[src/rtl/sacba_pkg.sv]
// shared constants, payload types and command type of the byte access cache
package sacba_pkg;
	localparam int SETS       = 16;
	localparam int WAYS       = 4;
	localparam int LINE_BYTES = 256;
	localparam int SET_W      = $clog2(SETS);
	localparam int WAY_W      = (WAYS > 1) ? $clog2(WAYS) : 1;
	localparam int OFF_W      = $clog2(LINE_BYTES);
	localparam int ADDR_W     = SET_W + WAY_W + OFF_W;
	localparam int MEM_DEPTH  = SETS * (1 << WAY_W) * LINE_BYTES;
	localparam int TAG_W      = 20;
	localparam int CNT_W      = 32;

	localparam logic [1:0] FUNC_READ  = 2'd0;
	localparam logic [1:0] FUNC_WRITE = 2'd1;
	localparam logic [1:0] FUNC_INVAL = 2'd2;

	typedef struct packed {
		logic [1:0]       func;
		logic [3:0]       set_index;
		logic [7:0]       byte_offset;
		logic [TAG_W-1:0] line_tag;
		logic [7:0]       write_byte;
		logic             starts_access;
	} in_t;

	typedef struct packed {
		logic             hit;
		logic [7:0]       read_byte;
		logic [CNT_W-1:0] hit_total;
		logic [CNT_W-1:0] miss_total;
	} out_t;

	typedef struct packed {
		logic              mem_wr;
		logic              mem_rd;
		logic              hit;
		logic [ADDR_W-1:0] addr;
		logic [7:0]        wbyte;
		logic [CNT_W-1:0]  hit_total;
		logic [CNT_W-1:0]  miss_total;
	} cmd_t;
endpackage

[src/rtl/sacba_cmdq.sv]
// two-entry command queue between front and back end
module sacba_cmdq (
	input  logic            clk,
	input  logic            arst_n,
	input  logic            push,
	input  sacba_pkg::cmd_t din,
	input  logic            pop,
	output sacba_pkg::cmd_t dout,
	output logic            full,
	output logic            empty
);
	import sacba_pkg::*;

	cmd_t       slot_q [2];
	logic       wp_q;
	logic       rp_q;
	logic [1:0] cnt_q;

	assign full  = (cnt_q == 2'd2);
	assign empty = (cnt_q == 2'd0);
	assign dout  = slot_q[rp_q];

	always_ff @(posedge clk or negedge arst_n) begin
		if (!arst_n) begin
			wp_q  <= 1'b0;
			rp_q  <= 1'b0;
			cnt_q <= 2'd0;
		end else begin
			if (push) begin
				wp_q <= ~wp_q;
			end
			if (pop) begin
				rp_q <= ~rp_q;
			end
			cnt_q <= cnt_q + 2'(push) - 2'(pop);
		end
	end

	always_ff @(posedge clk) begin
		if (push) begin
			slot_q[wp_q] <= din;
		end
	end
endmodule

[config.mk]
export PLATFORM = sky130hd
export DESIGN_NAME = sacba_cmdq
export DESIGN_NICKNAME = d
export VERILOG_FILES = /design/src/rtl/sacba_pkg.sv /design/src/rtl/sacba_cmdq.sv
export SDC_FILE = /design/constraint.sdc
export NUM_CORES = 1
export LEC_CHECK = 0
export ABC_AREA = 1
export BUFFER_PORTS_ARGS = -buffer_cell sky130_fd_sc_hd__buf_2
export CORE_MARGIN = 3
export CORE_UTILIZATION = 50
export DETAILED_ROUTE_END_ITERATION = 10
export PLACE_DENSITY = 0.79
export SYNTH_ARGS = -nofsm -noshare
export SYNTH_HDL_FRONTEND = slang
export SYNTH_SLANG_ARGS = --single-unit
[constraint.sdc]
create_clock -name clk -period 5.25 [get_ports clk]
set_input_delay 0.525 -clock clk [delete_from_list [all_inputs] [get_ports clk]]
set_output_delay 0.525 -clock clk [all_outputs]
set_load 0.03 [all_outputs]
### Word-level counts from Yosys, hierarchy flattened

Memory sizes are Yosys's and may differ from the RTL's.
Index checks and enable logic that the tools add are counted.

| operators by class | value |
|---|---|
| reductions and logical operators | 1 |
| muxes and demuxes | 2 |
| bitwise operators | 2 |
| eq/ne operators | 1 |
| add/subtract/negate cells | 2 |

Operators by type and width:

| operator | number |
|---|---|
| 2-bit by 1-bit adder with 2-bit output | 1 |
| 2-bit == test (second input constant) | 1 |
| 2-bit zero test | 1 |
| 1-bit 2-to-1 mux | 2 |
| 1-bit inverter | 2 |
| 2-bit by 1-bit subtractor with 2-bit output | 1 |

| storage, ports and cells | value |
|---|---|
| word-level logic and storage cells | 12 |
| output and inout bits | 91 |
| memories kept | 1 |
| memory bits (writable) | 178 |
| bits of input ports | 93 |
| register bits after elaboration | 4 |

Memory list:

| memory | words | bits a word | rd ports | clocked after memory_dff | wr ports | RTL line | text |
|---|---|---|---|---|---|---|---|
| slot_q | 2 | 89 | 1 | 0 | 1 | sacba_cmdq.sv:14 | `cmd_t slot_q [2];` |

### Depth between registers and ports, before layout

| depth | value |
|---|---|
| depth in word-level cells | 2 |
| depth in mapped cells | 7 |
| mapped depth without buffers | 7 |

### Worst setup path before layout

OpenSTA, ideal clock, no wires.

| timing path | value |
|---|---|
| kind | in2reg |
| start point | in push |
| end point | mem slot_q[0][0] (netlist bit), enable pin |
| setup slack | 0.418 ns |
| library setup time | 0.540 ns |
| stages | 2 |
| arrival | 4.292 ns |
| buffers on the path | 0 |
| data required time | 4.710 ns |
| path through | inv_1 > nor2_1 |

| on the way | value |
|---|---|
| cells in the longest elaborated chain, start to end | 2 |

RTL lines:

| what | RTL line | text |
|---|---|---|
| from (decl) | sacba_cmdq.sv:5 | `input logic push,` |
| 1-bit 2-to-1 mux | sacba_cmdq.sv:40 | `if (push) begin` |
| 1-bit 2-to-1 mux (implied by the code) | sacba_cmdq.sv:41 | `slot_q[wp_q] <= din;` |
| to (decl) | sacba_cmdq.sv:14 |  |

Every way passes these cells.

==> reports/results.txt <==
Status = completed
VDD IR max = 0.000457 V
Mapped Nets = 585
Register area share after synthesis = 0.787
Worst Hold Launch = din[62]
Crit. End Element = output port
CTS root buf = clkbuf_16
Pwr per Cell Area = 597 nW/um2
First-pass GRT wire length = 18,600 um
Final setup TNS = 0 ps
Critical Path RT = 4720 ps
Final min period = 3170 ps
Mapped Area = 6920 um2
Multi-input gate area = 943 um2
Area grow syn2layout = 23.0%
Initial DRC count = 258
Hold endpoint = slot_q[0][62]$_DFFE_PP_
Initial DRT Pass Iterations = 4
Slowest-stage cell, CP = dfrtp_4
PortBufs = 183
Initial antenna violation count = 0
Crit Reg-Reg Endpoint = slot_q[1][85]$_DFFE_PP_
Register area = 5450 um2
Antenna diodes = 0
Setup WS post-layout = 2080 ps
Setup-failing EPs final = 0
Unique masters post-synth = 15
Top-Level Pins = 184
Total GRT Usage = 0.163
Worst Skew = 6.26 ps
Layout cell share with drive strength beyond 1 = 0.348
Commonest non-fill, non-tap cells in the layout = 183 x buf_2, 178 x edfxtp_1, 95 x inv_1, 95 x nand2_1, 68 x o21ai_0
Total power = 5.09 mW
RSZ-0062 raised after global routing = no
FF-to-FF setup slack = 3160 ps
Crit path from = rp_q$_DFFE_PN0P_
YS warnings = 0
CP Class = reg -> out
Pre-CTS WS = 2440 ps
Fin crit share = 0.603
Worst-skew pair later-pin latency = 420 ps
Fill cells = 1,028
Reg2reg start = wp_q$_DFFE_PN0P_
TritonCTS Buffers = 17
Final core utilization = 0.635
Core Area = 13,400 um2
Average cell area after synthesis = 14.1 um2
Routed wire length = 12,400 um
Row Count = 42
Largest net degree at the start of global routing = 131
Highest clock rate = 316 MHz
Startpoint types = register
Worst EP arrival = 2640 ps
Initial Util = 0.517
Clock slew at reported path FFs = 70 ps
Relative slew slack = 0.169
Via/cell ratio = 4.74
Hold path depth = 1
Remaining global-route overflow = 0
Final GP Congestion = 0.720
Die H = 124 um
Detailed-route via count = 4,100
Fin. max-slew vios = 0
Worst-path cell chain = buf_4 > nand2_1 > o21ai_0 > buf_2
Pleak = 3.65 nW
Die W = 124 um
Final net count = 771
Critical path peak fanout = 130
TritonCTS clock tree = built
CTS Buffer Depth = 2
Resized cells post-CTS = 0
Commonest non-fill, non-tap cell in the layout = buf_2
Reg2reg path depth = 3
CP max stage delay = 1240 ps
Max Cap Viol = 0
Worst-margin pin slew = 1250 ps
Antenna-violating nets left = 0
Number of global-route vias before repair = 3,929
Post-DR wirelength/cell = 14.3 um
Syn Inst Count = 490
FF+latch count, synth = 182
Hold Violations, Final = 0
DRC Markers = 0
Die area = 15,300 um2
Post-DP HPWL = 8300 um
H-tree depth = 4
CTS sink cnt = 182
Hold Crit Class = in -> reg
-- through the flow --
stage          hold WS, ps  instance area [um2]  std cells
6_report               292                 8510        865
5_1_grt                267                 8510        865
4_1_cts                269                 8510        865
3_5_place_dp           335                 7930        832
3_3_place_gp           332                 7930        832
2_1_floorplan          229                 6920        490
-- final cells by class --
cell class                 instances  area share
sequential                       182       0.640
timing repair buffer             187       0.113
multi-input combinational        192       0.111
clock buffer                      20      0.0536
inverter                          96      0.0425
tap                              176      0.0259
clock inverter                    12      0.0143
-- power by group --
part | total, mW | internal, mW | switching (mW) | leakage (nW)
logic | 1.74 | 0.453 | 1.29 | 1.66
registers | 2.14 | 1.93 | 0.209 | 1.72
clock network | 1.21 | 0.686 | 0.522 | 0.270
-- Yosys cell counts --
cell type / count / share of area
nand3_1: 1 / 0.00072
dfrtp_1: 4 / 0.014
buf_4: 1 / 0.0011
buf_8: 1 / 0.0022
nand2_1: 95 / 0.052
ha_1: 2 / 0.0036
o21ai_2: 20 / 0.025
inv_1: 96 / 0.052
edfxtp_1: 178 / 0.77
clkbuf_1: 6 / 0.0033
o21ai_0: 68 / 0.049
xor2_1: 2 / 0.0025
buf_6: 12 / 0.020
nor2_1: 3 / 0.0016
o21ai_1: 1 / 0.00072
-- state kept, by name (all words and copies together) (netlist names) --
signal,count
slot_q,178
cnt_q,2
rp_q,1
wp_q,1
-- worst max path at each step --
stage                              to  slack [ps]  cells past startpoint
5_1_grt                      dout[59]        1740                      4
2_1_floorplan  slot_q[0][0]$_DFFE_PP_         420                      2
3_5_place_dp                 dout[59]        2440                      4
4_1_cts                      dout[59]        1970                      4
3_3_place_gp                 dout[86]        2510                      4
6_report                     dout[59]        2080                      4
-- metal layers --
metal  routed length (um)  global-route usage  vias to the layer above
met2                 6430               0.281                      138
li1                     -                   -                     2027
met1                 4850               0.187                     1919
met4                  165              0.0602                        0
met5                    0                   0                        -
met3                  932              0.0568                       16
-- cell families after synthesis --
kind of cell               after synthesis  share of synthesized area
adders and majority gates                2                    0.00361
AOI/OAI and AO/OA                       89                     0.0752
and+or+nand+nor                         99                     0.0539
buffers and inverters                  116                     0.0781
DFF                                    182                      0.787
xor gates and xnor gates                 2                    0.00253
-- worst max-delay path: cells and delay by family, from the launching register on --
kind | cells | cell delay [ps]
AND/OR/NAND/NOR | 1 | 100
AO/OA/AOI/OAI | 1 | 100
buffers and inverters | 2 | 770
flip-flops | 1 | 1240
-- repair_timing --
action | 4_1_cts | 5_1_grt
hold buffers | 1 | 0
endpoints found under the hold margin | 4 | 0
setup buffers | 0 | 0
No activity file was read; power rests on OpenSTA's default activity.
