File: config.mk
export PLATFORM = sky130hd
export DESIGN_NAME = sacba_front
export DESIGN_NICKNAME = d
export VERILOG_FILES = /design/src/rtl/sacba_pkg.sv /design/src/rtl/sacba_front.sv
export SDC_FILE = /design/constraint.sdc
export NUM_CORES = 1
export LEC_CHECK = 0
export BUFFER_PORTS_ARGS = -buffer_cell sky130_fd_sc_hd__buf_2
export CORE_MARGIN = 4
export CORE_UTILIZATION = 40
export CTS_CLUSTER_DIAMETER = 60
export DETAILED_ROUTE_END_ITERATION = 6
export HOLD_SLACK_MARGIN = 0.1
export MAX_ROUTING_LAYER = met4
export PLACE_DENSITY = 0.65
export SKIP_LAST_GASP = 1
export SLEW_MARGIN = 20
export SYNTH_ARGS = -nofsm -noshare
export SYNTH_HDL_FRONTEND = slang
export SYNTH_SLANG_ARGS = --single-unit
File: constraint.sdc
create_clock -name clk -period 7.19 [get_ports clk]
set_input_delay 0.719 -clock clk [delete_from_list [all_inputs] [get_ports clk]]
set_output_delay 0.719 -clock clk [all_outputs]
set_load 0.05 [all_outputs]
File: src/rtl/sacba_pkg.sv
// shared constants, payload types and command type of the byte access cache
package sacba_pkg;
	localparam int SETS       = 16;
	localparam int WAYS       = 4;
	localparam int LINE_BYTES = 256;
	localparam int SET_W      = $clog2(SETS);
	localparam int WAY_W      = (WAYS > 1) ? $clog2(WAYS) : 1;
	localparam int OFF_W      = $clog2(LINE_BYTES);
	localparam int ADDR_W     = SET_W + WAY_W + OFF_W;
	localparam int MEM_DEPTH  = SETS * (1 << WAY_W) * LINE_BYTES;
	localparam int TAG_W      = 20;
	localparam int CNT_W      = 32;

	localparam logic [1:0] FUNC_READ  = 2'd0;
	localparam logic [1:0] FUNC_WRITE = 2'd1;
	localparam logic [1:0] FUNC_INVAL = 2'd2;

	typedef struct packed {
		logic [1:0]       func;
		logic [3:0]       set_index;
		logic [7:0]       byte_offset;
		logic [TAG_W-1:0] line_tag;
		logic [7:0]       write_byte;
		logic             starts_access;
	} in_t;

	typedef struct packed {
		logic             hit;
		logic [7:0]       read_byte;
		logic [CNT_W-1:0] hit_total;
		logic [CNT_W-1:0] miss_total;
	} out_t;

	typedef struct packed {
		logic              mem_wr;
		logic              mem_rd;
		logic              hit;
		logic [ADDR_W-1:0] addr;
		logic [7:0]        wbyte;
		logic [CNT_W-1:0]  hit_total;
		logic [CNT_W-1:0]  miss_total;
	} cmd_t;
endpackage

File: src/rtl/sacba_front.sv
// front end: tag lookup, allocation, valid bits and access counters
module sacba_front (
	input  logic            clk,
	input  logic            arst_n,
	input  logic            accept,
	input  sacba_pkg::in_t  req,
	output sacba_pkg::cmd_t cmd
);
	import sacba_pkg::*;

	logic [SETS-1:0][WAYS-1:0]  valid_q;
	logic [WAYS-1:0][TAG_W-1:0] tags_q [SETS];
	logic [CNT_W-1:0]           hit_q;
	logic [CNT_W-1:0]           miss_q;

	logic [SET_W-1:0] set;
	logic [OFF_W-1:0] off;
	logic [WAYS-1:0]  match;
	logic             found;
	logic [WAY_W-1:0] hit_way;
	logic [WAY_W-1:0] victim;
	logic [WAY_W-1:0] way;
	logic             is_rw;
	logic             cnt_hit;
	logic             cnt_miss;
	logic [CNT_W-1:0] hit_nx;
	logic [CNT_W-1:0] miss_nx;
	logic             alloc;

	always_comb begin
		set     = req.set_index[SET_W-1:0];
		off     = req.byte_offset[OFF_W-1:0];
		hit_way = '0;
		victim  = '0;
		for (int w = 0; w < WAYS; w++) begin
			match[w] = valid_q[set][w] && (tags_q[set][w] == req.line_tag);
		end
		for (int w = WAYS - 1; w >= 0; w--) begin
			if (match[w]) begin
				hit_way = WAY_W'(w);
			end
			if (!valid_q[set][w]) begin
				victim = WAY_W'(w);
			end
		end
		found    = |match;
		way      = found ? hit_way : victim;
		is_rw    = (req.func == FUNC_READ) || (req.func == FUNC_WRITE);
		cnt_hit  = is_rw && req.starts_access && found;
		cnt_miss = is_rw && req.starts_access && !found;
		hit_nx   = hit_q + CNT_W'(cnt_hit);
		miss_nx  = miss_q + CNT_W'(cnt_miss);
		alloc    = (req.func == FUNC_WRITE) && !found;

		cmd.mem_wr     = (req.func == FUNC_WRITE);
		cmd.mem_rd     = (req.func == FUNC_READ) && found;
		cmd.hit        = is_rw && found;
		cmd.addr       = {set, way, off};
		cmd.wbyte      = req.write_byte;
		cmd.hit_total  = hit_nx;
		cmd.miss_total = miss_nx;
	end

	always_ff @(posedge clk or negedge arst_n) begin
		if (!arst_n) begin
			valid_q <= '0;
			hit_q   <= '0;
			miss_q  <= '0;
		end else if (accept) begin
			hit_q  <= hit_nx;
			miss_q <= miss_nx;
			if (req.func == FUNC_INVAL) begin
				valid_q <= '0;
			end else if (alloc) begin
				valid_q[set][victim] <= 1'b1;
			end
		end
	end

	always_ff @(posedge clk) begin
		if (accept && alloc) begin
			tags_q[set][victim] <= req.line_tag;
		end
	end
endmodule

# After elaboration in Yosys (flattened, before gate mapping)

Memories as Yosys holds them, arrays and structs flattened.
Index checks and enable logic that the tools add are counted.

Add/subtract/negate cells: 2
Muxes and demuxes: 21
Magnitude comparators: 4
Bitwise operators: 1
Reduce and logical (&&, ||, !) cells: 19
Eq/ne operators: 6

Operators by type and width:

| cell                                                                          | number |
|---|---|
| 64-bit 2-to-1 mux                                                             | 2 |
| 20-bit == test                                                                | 4 |
| 80-bit 2-to-1 mux                                                             | 1 |
| 32-bit by 1-bit adder with 32-bit output                                      | 2 |
| 64-bit OR                                                                     | 1 |
| 20-bit demux with 2-bit select                                                | 1 |
| 20-bit 2-to-1 mux                                                             | 1 |
| 2-bit 2-to-1 mux                                                              | 9 |
| 4-bit binary-select mux with 4-bit select                                     | 1 |
| 4-bit demux with 4-bit select                                                 | 1 |
| 1-bit logical AND                                                             | 13 |
| 4-bit 2-to-1 mux                                                              | 2 |
| 4-bit by 5-bit less-than comparator with 1-bit output (second input constant) | 1 |
| 4-bit by 1-bit >= comparator with 1-bit output (second input constant)        | 1 |
| 4-bit OR reduction                                                            | 1 |
| 2-bit by 3-bit less-than comparator with 1-bit output (second input constant) | 1 |
| 1-bit demux with 2-bit select                                                 | 1 |
| 2-bit by 1-bit == test with 1-bit output (second input constant)              | 1 |
| 2-bit == test (second input constant)                                         | 1 |
| 2-bit by 1-bit >= comparator with 1-bit output (second input constant)        | 1 |
| 2-bit logical NOT                                                             | 1 |
| 1-bit 2-to-1 mux                                                              | 2 |
| 2-bit AND reduction                                                           | 1 |
| 2-bit nonzero test                                                            | 1 |
| other kinds (2)                                                               | 2 |

Input port bits: 46
RAM bits: 1,280
Output and inout bits: 89
Word-level logic and storage cells: 72
Memories: 1
Flip-flop bits (word level): 128

Memory list:

| name   | words | bits a word | rd ports | clocked after memory_dff | wr ports | RTL line          | source |
|---|---|---|---|---|---|---|---|
| tags_q | 16    | 80          | 1        | 0                        | 1        | sacba_front.sv:12 | `logic [WAYS-1:0][TAG_W-1:0] tags_q [SETS];` |

# Depth between registers and ports, before layout

Gate-level depths: netlist of run 1.

Depth after elaboration: 15
Mapped depth: 29
Mapped depth without buffers: 19

# Worst setup path before layout of run 1

Ideal clock, no wire load.

Path type: input to output
Start: input req[40] (netlist bit)
End: output cmd[28] (netlist bit)
Path buffers: 8
Arrival: 6,485 ps
Stages on the path: 27
Path slack: -14 ps
Path through: buf_4 > buf_6 > buf_6 > buf_2 > buf_2 > mux4_2 > and2_1 > a2111oi_1 > nor4_1 > nand3_1 > nor3_1 > a22oi_4 > nand3_4 > buf_12 > nor3b_1 > ha_1 > ha_1 > and3_1 > and3_1 > clkbuf_1 > nand4_1 > nor3_1 > and3_1 > and3_1 > clkbuf_1 > nand3_1 > xnor2_1

RTL lines:

| what               | RTL line         | source |
|---|---|---|
| start: declaration | sacba_front.sv:6 | `input sacba_pkg::in_t req,` |
| end: declaration   | sacba_front.sv:7 | `output sacba_pkg::cmd_t cmd` |

==> implementation parameters, run 1 <==
Parameter                              Value

Outcome
  Run status ... finished clean

Setup path
  Cells along the critical path ... buf_12 > buf_16 > nand2b_1 > buf_4 > o22ai_1 > a221oi_1 > mux2_2 > nor4b_1 > nand4b_1 > or4_1 > nand3_4 > and3b_1 > ha_1 > nand4_1 > nor4_1 > buf_4 > and3_1 > nand3_1 > or2_2 > nor2_1 > buf_4 > xor2_1 > buf_2
  Max stage delay on crit path ... 690 ps
  Most used cell along the critical path ... sky130_fd_sc_hd__buf_4
  Worst-path cell with the longest stage delay ... sky130_fd_sc_hd__or4_1
  Category of the most critical setup path ... primary input to output port
  Startpoint class of the critical path ... primary input
  Maximum fanout along the worst path ... 24
  Critical path required time ... 6470 ps
  Capturing element type of the critical path ... output port
  Data arrival time of the worst path ... 6180 ps

Yosys
  Seq/Total Area, Yosys ... 70.5%
  Mux contribution to synthesized area ... 14.2%
  Synthesized area per cell ... 17.6 µm²
  Dominant combinational cell family by area after synthesis ... multiplexers
  Number of instances in the synthesized netlist ... 3358
  Count of yosys warnings during synthesis ... 0
  Synth Area in Compound Gates ... 4.42%
  Top flip-flop cell by instance count after synthesis ... sky130_fd_sc_hd__edfxtp_1
  Leading cell type by number of instances after synthesis ... sky130_fd_sc_hd__edfxtp_1
  Number of flops mapped to enable cells by yosys ... 1280
  Synthesized net count ... 3408
  Number of flip-flops and latches in the synthesized netlist ... 1408
  Dominant cell type by area after synthesis ... sky130_fd_sc_hd__edfxtp_1
  Most frequent cells after synthesis ... sky130_fd_sc_hd__edfxtp_1, sky130_fd_sc_hd__mux2i_1, sky130_fd_sc_hd__mux4_2
  Leading post-synthesis cells by cell area ... sky130_fd_sc_hd__edfxtp_1, sky130_fd_sc_hd__mux4_2, sky130_fd_sc_hd__dfrtp_1, sky130_fd_sc_hd__mux2i_1, sky130_fd_sc_hd__xnor2_1
  Synth Area in Simple Gates ... 4.84%
  Adder-cell share of the synthesized area ... 0.0848%
  Synth cell types ... 89
  Synthesized area ... 59000 µm²
  Parity-gate share of the synthesized area counting xor and xnor cells ... 3.09%
  Share of Yosys cell area claimed by the top area cell type ... 65.1%
  Async set or reset register ratio after synthesis ... 9.09%

CTS
  Buffer depth of the longest clock path ... 3
  Cts bufs inserted ... 147
  Clock-pin transition on the worst setup and hold timing paths ... 60 ps
  Sinks on Clock Net ... 1408
  CTS tree ... built
  Buffer cell driving the clock tree root ... sky130_fd_sc_hd__clkbuf_16
  H-tree depth ... 4
  Worst skew pair latency ... 800 ps

Timing
  Pin slew with the least headroom to its limit ... 1110 ps
  Peak clock frequency supported by timing ... 145 MHz
  Setup TNS ... 0 ps
  Post-layout minimum cycle time ... 6900 ps
  Endpoints failing hold ... 0
  Post-Route Skew ... 35.8 ps
  Share of the cycle needed by the critical path after routing ... 96.0%
  RSZ-0062 raised after global routing ... yes
  Post-route setup slack ... 289 ps
  Max Transition Viols Final ... 0
  Final setup violation count ... 0
  Worst-case headroom to the max-slew limit ... 25.6%
  Worst hold slack across all endpoints ... 348 ps

Run
  Max-cap check violation count ... 0

Die
  Number of top-level pins ... 135
  Number of placement rows ... 140
  Die height ... 392 µm
  Die area ... 154000 µm²
  Core area ... 146000 µm²
  Starting density of the core ... 40.4%
  Horiz. Die Dim ... 392 µm

Placement
  Port Buffer Count ... 102
  Weighted congestion at the end of routability-driven global placement ... 0.914
  Post-Place Setup Slack ... 72.4 ps
  Placed wire-length estimate after detailed placement ... 99.8 mm

Power
  P per Cell Area ... 259 nW/µm²
  Sequential fraction of design power ... 50.9%
  Peak ir drop on the vdd network ... 0.228 mV
  Power share of the combinational group ... 6.7%
  Leakage power ... 23.9 nW
  Net switching power of the design ... 0.00401 W
  Internal ... 0.0136 W
  Clock share of power ... 42.4%
  Switching fraction of total power ... 22.8%

Worst hold path
  Hold WC Path Type ... primary input to register

Global route
  Initial antenna violation count ... 6
  First-pass GRT wire length ... 231 mm
  Maximum number of pins on one net before global-route repair ... 79
  GRT Resource Usage Total ... 21.4%
  Via count of the first global-routing pass ... 32463
  Grt ovf ... 0

Final layout
  Layout Nets ... 3725
  Number of filler cells placed in the layout ... 12209
  Post-layout utilization of the core ... 46.7%
  Proportion of layout cells with a drive suffix above 1 ... 25.1%
  Layout Area Growth over Synthesis ... 15.5%

Detailed routing
  Detailed-route wire length on metal 1 ... 66.4 mm
  First-pass DRT Iterations ... 6
  Final routed wire length divided by cell count ... 28.2 µm
  Drt initial violations ... 3931
  Via-per-instance ratio ... 5.79
  Routed length on met3 ... 13.7 mm
  Final wirelength ... 161 mm
  Highest signal layer in the routed design ... met4
  Post-route DRC ... 0
  Via Count ... 33066
  Residual antenna-violating net count after detailed routing ... 0
  Met2 Routed Length ... 75.2 mm
[what timing repair did]
action / CTS / global route
hold buffers: 1 / 0
resized for setup: 0 / 22
endpoints found under the setup margin: 0 / 8
buffers inserted: 0 / 3
endpoints found under the hold margin: 63 / 0
[worst max-delay path: cells and delay by family]
family / cells / cell delay, ps
compound gates: 2 / 400
xor+xnor: 1 / 130
fa+ha+maj: 1 / 240
buf+inv: 6 / 1190
mux: 1 / 420
simple gates: 12 / 3020
[final timing paths]
| path | startpoint | to | slack (ps) | depth (start not counted) |
|---|---|---|---|---|
| min in group asynchronous | arst_n | miss_q[15]$_DFFE_PN0P_ | 570 | 2 |
| max in group asynchronous | arst_n | valid_q[8]$_DFFE_PN0P_ | 5200 | 3 |
| worst max-delay path | req[38] | cmd[61] | 290 | 23 |
| worst min register to register | valid_q[44]$_DFFE_PN0P_ | valid_q[44]$_DFFE_PN0P_ | 480 | 2 |
| worst max register to register | tags_q[3][6]$_DFFE_PP_ | hit_q[30]$_DFFE_PN0P_ | 1980 | 23 |
| worst min-delay path | req[19] | tags_q[13][30]$_DFFE_PP_ | 350 | 1 |
[power by group through the flow]
stage | Clock, W | Combinational, W | Sequential (W)
after floorplan | 0 | 0.000687 | 0.00914
after global placement | 0 | 0.00116 | 0.00914
after detailed placement | 0 | 0.00117 | 0.00914
after CTS | 0.00759 | 0.00117 | 0.00897
after global routing | 0.00795 | 0.00125 | 0.00897
final | 0.00748 | 0.00119 | 0.00897
[area by class of cell]
cell class | count | area (µm²) | share of cell area (%)
Clock buffer | 185 | 3900 | 5.72
Inverter | 69 | 264 | 0.387
Tap cell | 1917 | 2400 | 3.52
Sequential cell | 1408 | 41600 | 61.1
Clock inverter | 83 | 835 | 1.22
Antenna cell | 1 | 2.50 | 0.00367
Timing Repair Buffer | 383 | 3140 | 4.60
Multi-Input combinational cell | 1666 | 16000 | 23.5
[routing by layer]
layer / track usage, % / vias to the layer above
met1: 28.9 / 17174
met3: 4.06 / 316
met5: - / -
met2: 32.7 / 1589
met4: 7.57 / 0
li1: - / 13987
[per-stage QoR]
step / total power, W / std cells / cell area, µm²
final: 0.0176 / 5712 / 68200
after global routing: 0.0182 / 5712 / 68200
after CTS: 0.0177 / 5707 / 68000
after detailed placement: 0.0103 / 5438 / 63300
after global placement: 0.0103 / 5438 / 63300
after floorplan: 0.00983 / 3358 / 59000
[registers in the layout, indices dropped and copies added, names as in the netlist]
| register | flops |
|---|---|
| tags_q | 1280 |
| hit_q | 32 |
| valid_q | 64 |
| miss_q | 32 |
[cells in the final DEF (no fill, tap or decap), types with 8 or more instances in the layout]
master                      instances
sky130_fd_sc_hd__a21oi_1           53
sky130_fd_sc_hd__o22ai_1           11
sky130_fd_sc_hd__xor2_1            70
sky130_fd_sc_hd__mux4_2           226
sky130_fd_sc_hd__nor4_1             8
sky130_fd_sc_hd__and3_1            35
sky130_fd_sc_hd__clkinv_1          33
sky130_fd_sc_hd__o21a_1            13
sky130_fd_sc_hd__a22oi_1           92
sky130_fd_sc_hd__nor2b_1           12
sky130_fd_sc_hd__buf_12            35
sky130_fd_sc_hd__o21ai_2           18
sky130_fd_sc_hd__clkbuf_16        149
sky130_fd_sc_hd__nor2_1            56
sky130_fd_sc_hd__dfrtp_1          128
sky130_fd_sc_hd__edfxtp_1        1280
sky130_fd_sc_hd__clkinv_2          21
sky130_fd_sc_hd__a211oi_1           8
sky130_fd_sc_hd__mux2i_1          293
sky130_fd_sc_hd__buf_2             97
sky130_fd_sc_hd__a21o_1            17
sky130_fd_sc_hd__inv_6              8
sky130_fd_sc_hd__a22o_1            18
sky130_fd_sc_hd__mux2_2            30
sky130_fd_sc_hd__nor2_2            20
sky130_fd_sc_hd__nand2_1          157
sky130_fd_sc_hd__o211ai_1           8
sky130_fd_sc_hd__nor3_1            46
sky130_fd_sc_hd__or3_1              8
sky130_fd_sc_hd__xnor2_1          137
sky130_fd_sc_hd__o21ai_0           18
sky130_fd_sc_hd__nand4_1           54
sky130_fd_sc_hd__bufinv_16         10
sky130_fd_sc_hd__clkbuf_1          30
sky130_fd_sc_hd__a221oi_1          15
sky130_fd_sc_hd__inv_1             58
sky130_fd_sc_hd__nor2_4             9
sky130_fd_sc_hd__nor4_2             9
sky130_fd_sc_hd__nand3_1           76
sky130_fd_sc_hd__buf_4            242
[kinds of logic (layout without fill, tap and decap cells)]
family,count (synthesis),count (layout)
fa+ha+maj,4,4
simple gates,557,557
buf+inv,284,720
other cells,0,1
mux,549,549
flops,1408,1408
xor+xnor,208,208
compound gates,348,348
No activity file was read; power rests on OpenSTA's default activity.
==> run 2, diff against run 1 <==
==> constraint.sdc (replaced) <==
create_clock -name clk -period 7.19 [get_ports clk]
set_input_delay 0.3595 -clock clk [delete_from_list [all_inputs] [get_ports clk]]
set_output_delay 0.3595 -clock clk [all_outputs]
set_load 0.05 [all_outputs]
==> run 2 against run 1 <==
  * Final cell count decreased by 1.2%
  * Non-clock buffer count is 74 lower
  * Sequential share of layout area grew 0.74 points
  * Wire length fell by 0.82%
  * Via count shrank 0.60%
  * Largest cell class unchanged
  * Critical path type unchanged
  * Critical endpoint is now cmd[62]
==> implementation parameters, run 2 (synthesized netlist as in run 1, its figures left out) <==
Parameter                              Value

Final layout
  Most common cell after layout, fill and taps aside ... sky130_fd_sc_hd__edfxtp_1
  Number of filler cells placed in the layout ... 12350 (+1.2%)
  Highest-count cells in the layout ignoring fill and taps ... sky130_fd_sc_hd__edfxtp_1, sky130_fd_sc_hd__mux2i_1, sky130_fd_sc_hd__mux4_2
  Layout Nets ... 3652 (-2.0%)
  Top register by number of flip-flops ... tags_q
  Flip-flop count of the largest register after layout ... 1280 (unchanged)
  Layout Area Growth over Synthesis ... 14.2%
  Post-layout utilization of the core ... 46.1% (-0.56 points)
  Proportion of layout cells with a drive suffix above 1 ... 23.0% (-2.1 points)
  Number of standard cells in the final layout excluding fillers ... 5643 (-1.2%)
  Leading registers by flop count ... tags_q x1280, valid_q x64

Timing
  Post-Route Skew ... 32.3 ps (-3.51 ps)
  Peak clock frequency supported by timing ... 146 MHz (+0.93%)
  Final setup violation count ... 0 (unchanged)
  Post-layout minimum cycle time ... 6840 ps (-63.8 ps)
  RSZ-0062 raised after global routing ... no
  Worst-case headroom to the max-slew limit ... 15.9% (-9.7 points)
  Share of the cycle needed by the critical path after routing ... 95.1% (-0.89 points)
  Pin slew with the least headroom to its limit ... 1250 ps (+136 ps)
  Setup TNS ... 0 ps (unchanged)
  Post-route setup slack ... 353 ps (+63.8 ps)
  Endpoints failing hold ... 0 (unchanged)
  Max Transition Viols Final ... 0 (unchanged)

Global route
  Grt ovf ... 0 (unchanged)
  Via count of the first global-routing pass ... 32410 (-0.16%)
  Maximum number of pins on one net before global-route repair ... 79 (unchanged)
  First-pass GRT wire length ... 230 mm (-0.34%)
  GRT Resource Usage Total ... 21.3% (-0.12 points)
  Initial antenna violation count ... 7 (+1)

Placement
  Weighted congestion at the end of routability-driven global placement ... 0.929 (+1.6%)
  Placed wire-length estimate after detailed placement ... 96.6 mm (-3.3%)
  Post-Place Setup Slack ... 186 ps (+113 ps)
  Post-Place Cells ... 5363 (-1.4%)
  Port Buffer Count ... 102 (unchanged)

Outcome
  Run status ... finished clean

Detailed routing
  Post-route DRC ... 0 (unchanged)
  Drt initial violations ... 3870 (-1.6%)
  Via Count ... 32866 (-0.60%)
  Final routed wire length divided by cell count ... 28.3 µm (+0.39%)
  Final wirelength ... 160 mm (-0.82%)
  First-pass DRT Iterations ... 5 (-1)
  Via-per-instance ratio ... 5.82 (+0.61%)
  Residual antenna-violating net count after detailed routing ... 0 (unchanged)

Die
  Horiz. Die Dim ... 392 µm (unchanged)
  Core area ... 146000 µm² (unchanged)
  Number of placement rows ... 140 (unchanged)
  Die height ... 392 µm (unchanged)
  Die area ... 154000 µm² (unchanged)
  Starting density of the core ... 40.4% (unchanged)
  Number of top-level pins ... 135 (unchanged)

Setup path
  Data arrival time of the worst path ... 6480 ps (+300 ps)
  Maximum fanout along the worst path ... 51 (+110%)
  Category of the most critical setup path ... primary input to output port
  Combined buffer and inverter count along the critical path ... 6 (unchanged)
  Cell family with most CP delay ... simple AND/OR/NAND/NOR gates
  Critical path required time ... 6830 ps (+360 ps)
  Max stage delay on crit path ... 730 ps (+40 ps)
  Capturing element type of the critical path ... output port
  Worst-path cell with the longest stage delay ... sky130_fd_sc_hd__a2111oi_0
  Most used cell along the critical path ... sky130_fd_sc_hd__and3_1
  Startpoint class of the critical path ... primary input

Power
  Leakage power ... 23.4 nW (-2.0%)
  Peak ir drop on the vdd network ... 0.240 mV (+5.2%)
  P per Cell Area ... 260 nW/µm² (+0.70%)

CTS
  Worst skew pair latency ... 780 ps (-20 ps)
  Clock-pin transition on the worst setup and hold timing paths ... 60 ps (about the same)
  CTS tree ... built
  Sinks on Clock Net ... 1408 (unchanged)
  Buffer cell driving the clock tree root ... sky130_fd_sc_hd__clkbuf_16
  H-tree depth ... 4 (unchanged)
  Cts bufs inserted ... 148 (+0.68%)
  Post-CTS setup buffers ... 0 (unchanged)
  Buffer depth of the longest clock path ... 3 (unchanged)

Worst hold path
  Hold WC Path Type ... primary input to register

Run
  Max-cap check violation count ... 0 (unchanged)
## run 2: final timing paths
| kind | from | depth (start not counted) | endpoint | slack [ps] |
|---|---|---|---|---|
| max | req[38] | 25 | cmd[62] | 350 |
| min | req[18] | 2 | tags_q[2][69]$_DFFE_PP_ | 120 |
| max reg2reg | tags_q[10][16]$_DFFE_PP_ | 20 | hit_q[30]$_DFFE_PN0P_ | 1730 |
| min reg2reg | valid_q[0]$_DFFE_PN0P_ | 2 | valid_q[0]$_DFFE_PN0P_ | 480 |
| max in group asynchronous | arst_n | 3 | valid_q[2]$_DFFE_PN0P_ | 5480 |
| min in group asynchronous | arst_n | 2 | miss_q[17]$_DFFE_PN0P_ | 230 |
## run 2: power breakdown
group | internal (W) | switching, W | total, W
Clock | 0.00427 | 0.00316 | 0.00743
Sequential | 0.00896 | 0.0000181 | 0.00897
Combinational | 0.000393 | 0.000757 | 0.00115
Total | 0.0136 | 0.00393 | 0.0175
## run 2: timing repair
item	in CTS	in global routing
resized for setup	0	5
hold buffers	6	0
hold endpoints to repair	133	0
endpoints found under the setup margin	0	4
## run 2: final cells by class
cell class | instances | area (µm²) | share of cell area (%)
Clock inverter | 74 | 618 | 0.917
Multi-Input combinational cell | 1666 | 15900 | 23.7
Clock buffer | 196 | 4060 | 6.03
Antenna cell | 4 | 10.0 | 0.0149
Tap cell | 1917 | 2400 | 3.56
Inverter | 69 | 264 | 0.392
Sequential cell | 1408 | 41600 | 61.8
Timing Repair Buffer | 309 | 2450 | 3.63
## run 2: per-layer routing
layer | vias up | track usage [%] | wire length [µm]
met5 | - | - | 0
met4 | 0 | 6.79 | 4940
met3 | 296 | 3.40 | 12800
met2 | 1544 | 32.9 | 75200
met1 | 17184 | 29.1 | 66700
li1 | 13842 | - | -
## run 2: through the flow
step | instance area (µm²) | power, W | hold slack (ps)
detailed placement | 62600 | 0.0103 | 464
CTS | 67300 | 0.0177 | 107
global route | 67400 | 0.0181 | 123
floorplan | 59000 | 0.00983 | 63.9
finish | 67400 | 0.0175 | 124
global placement | 62600 | 0.0103 | 458
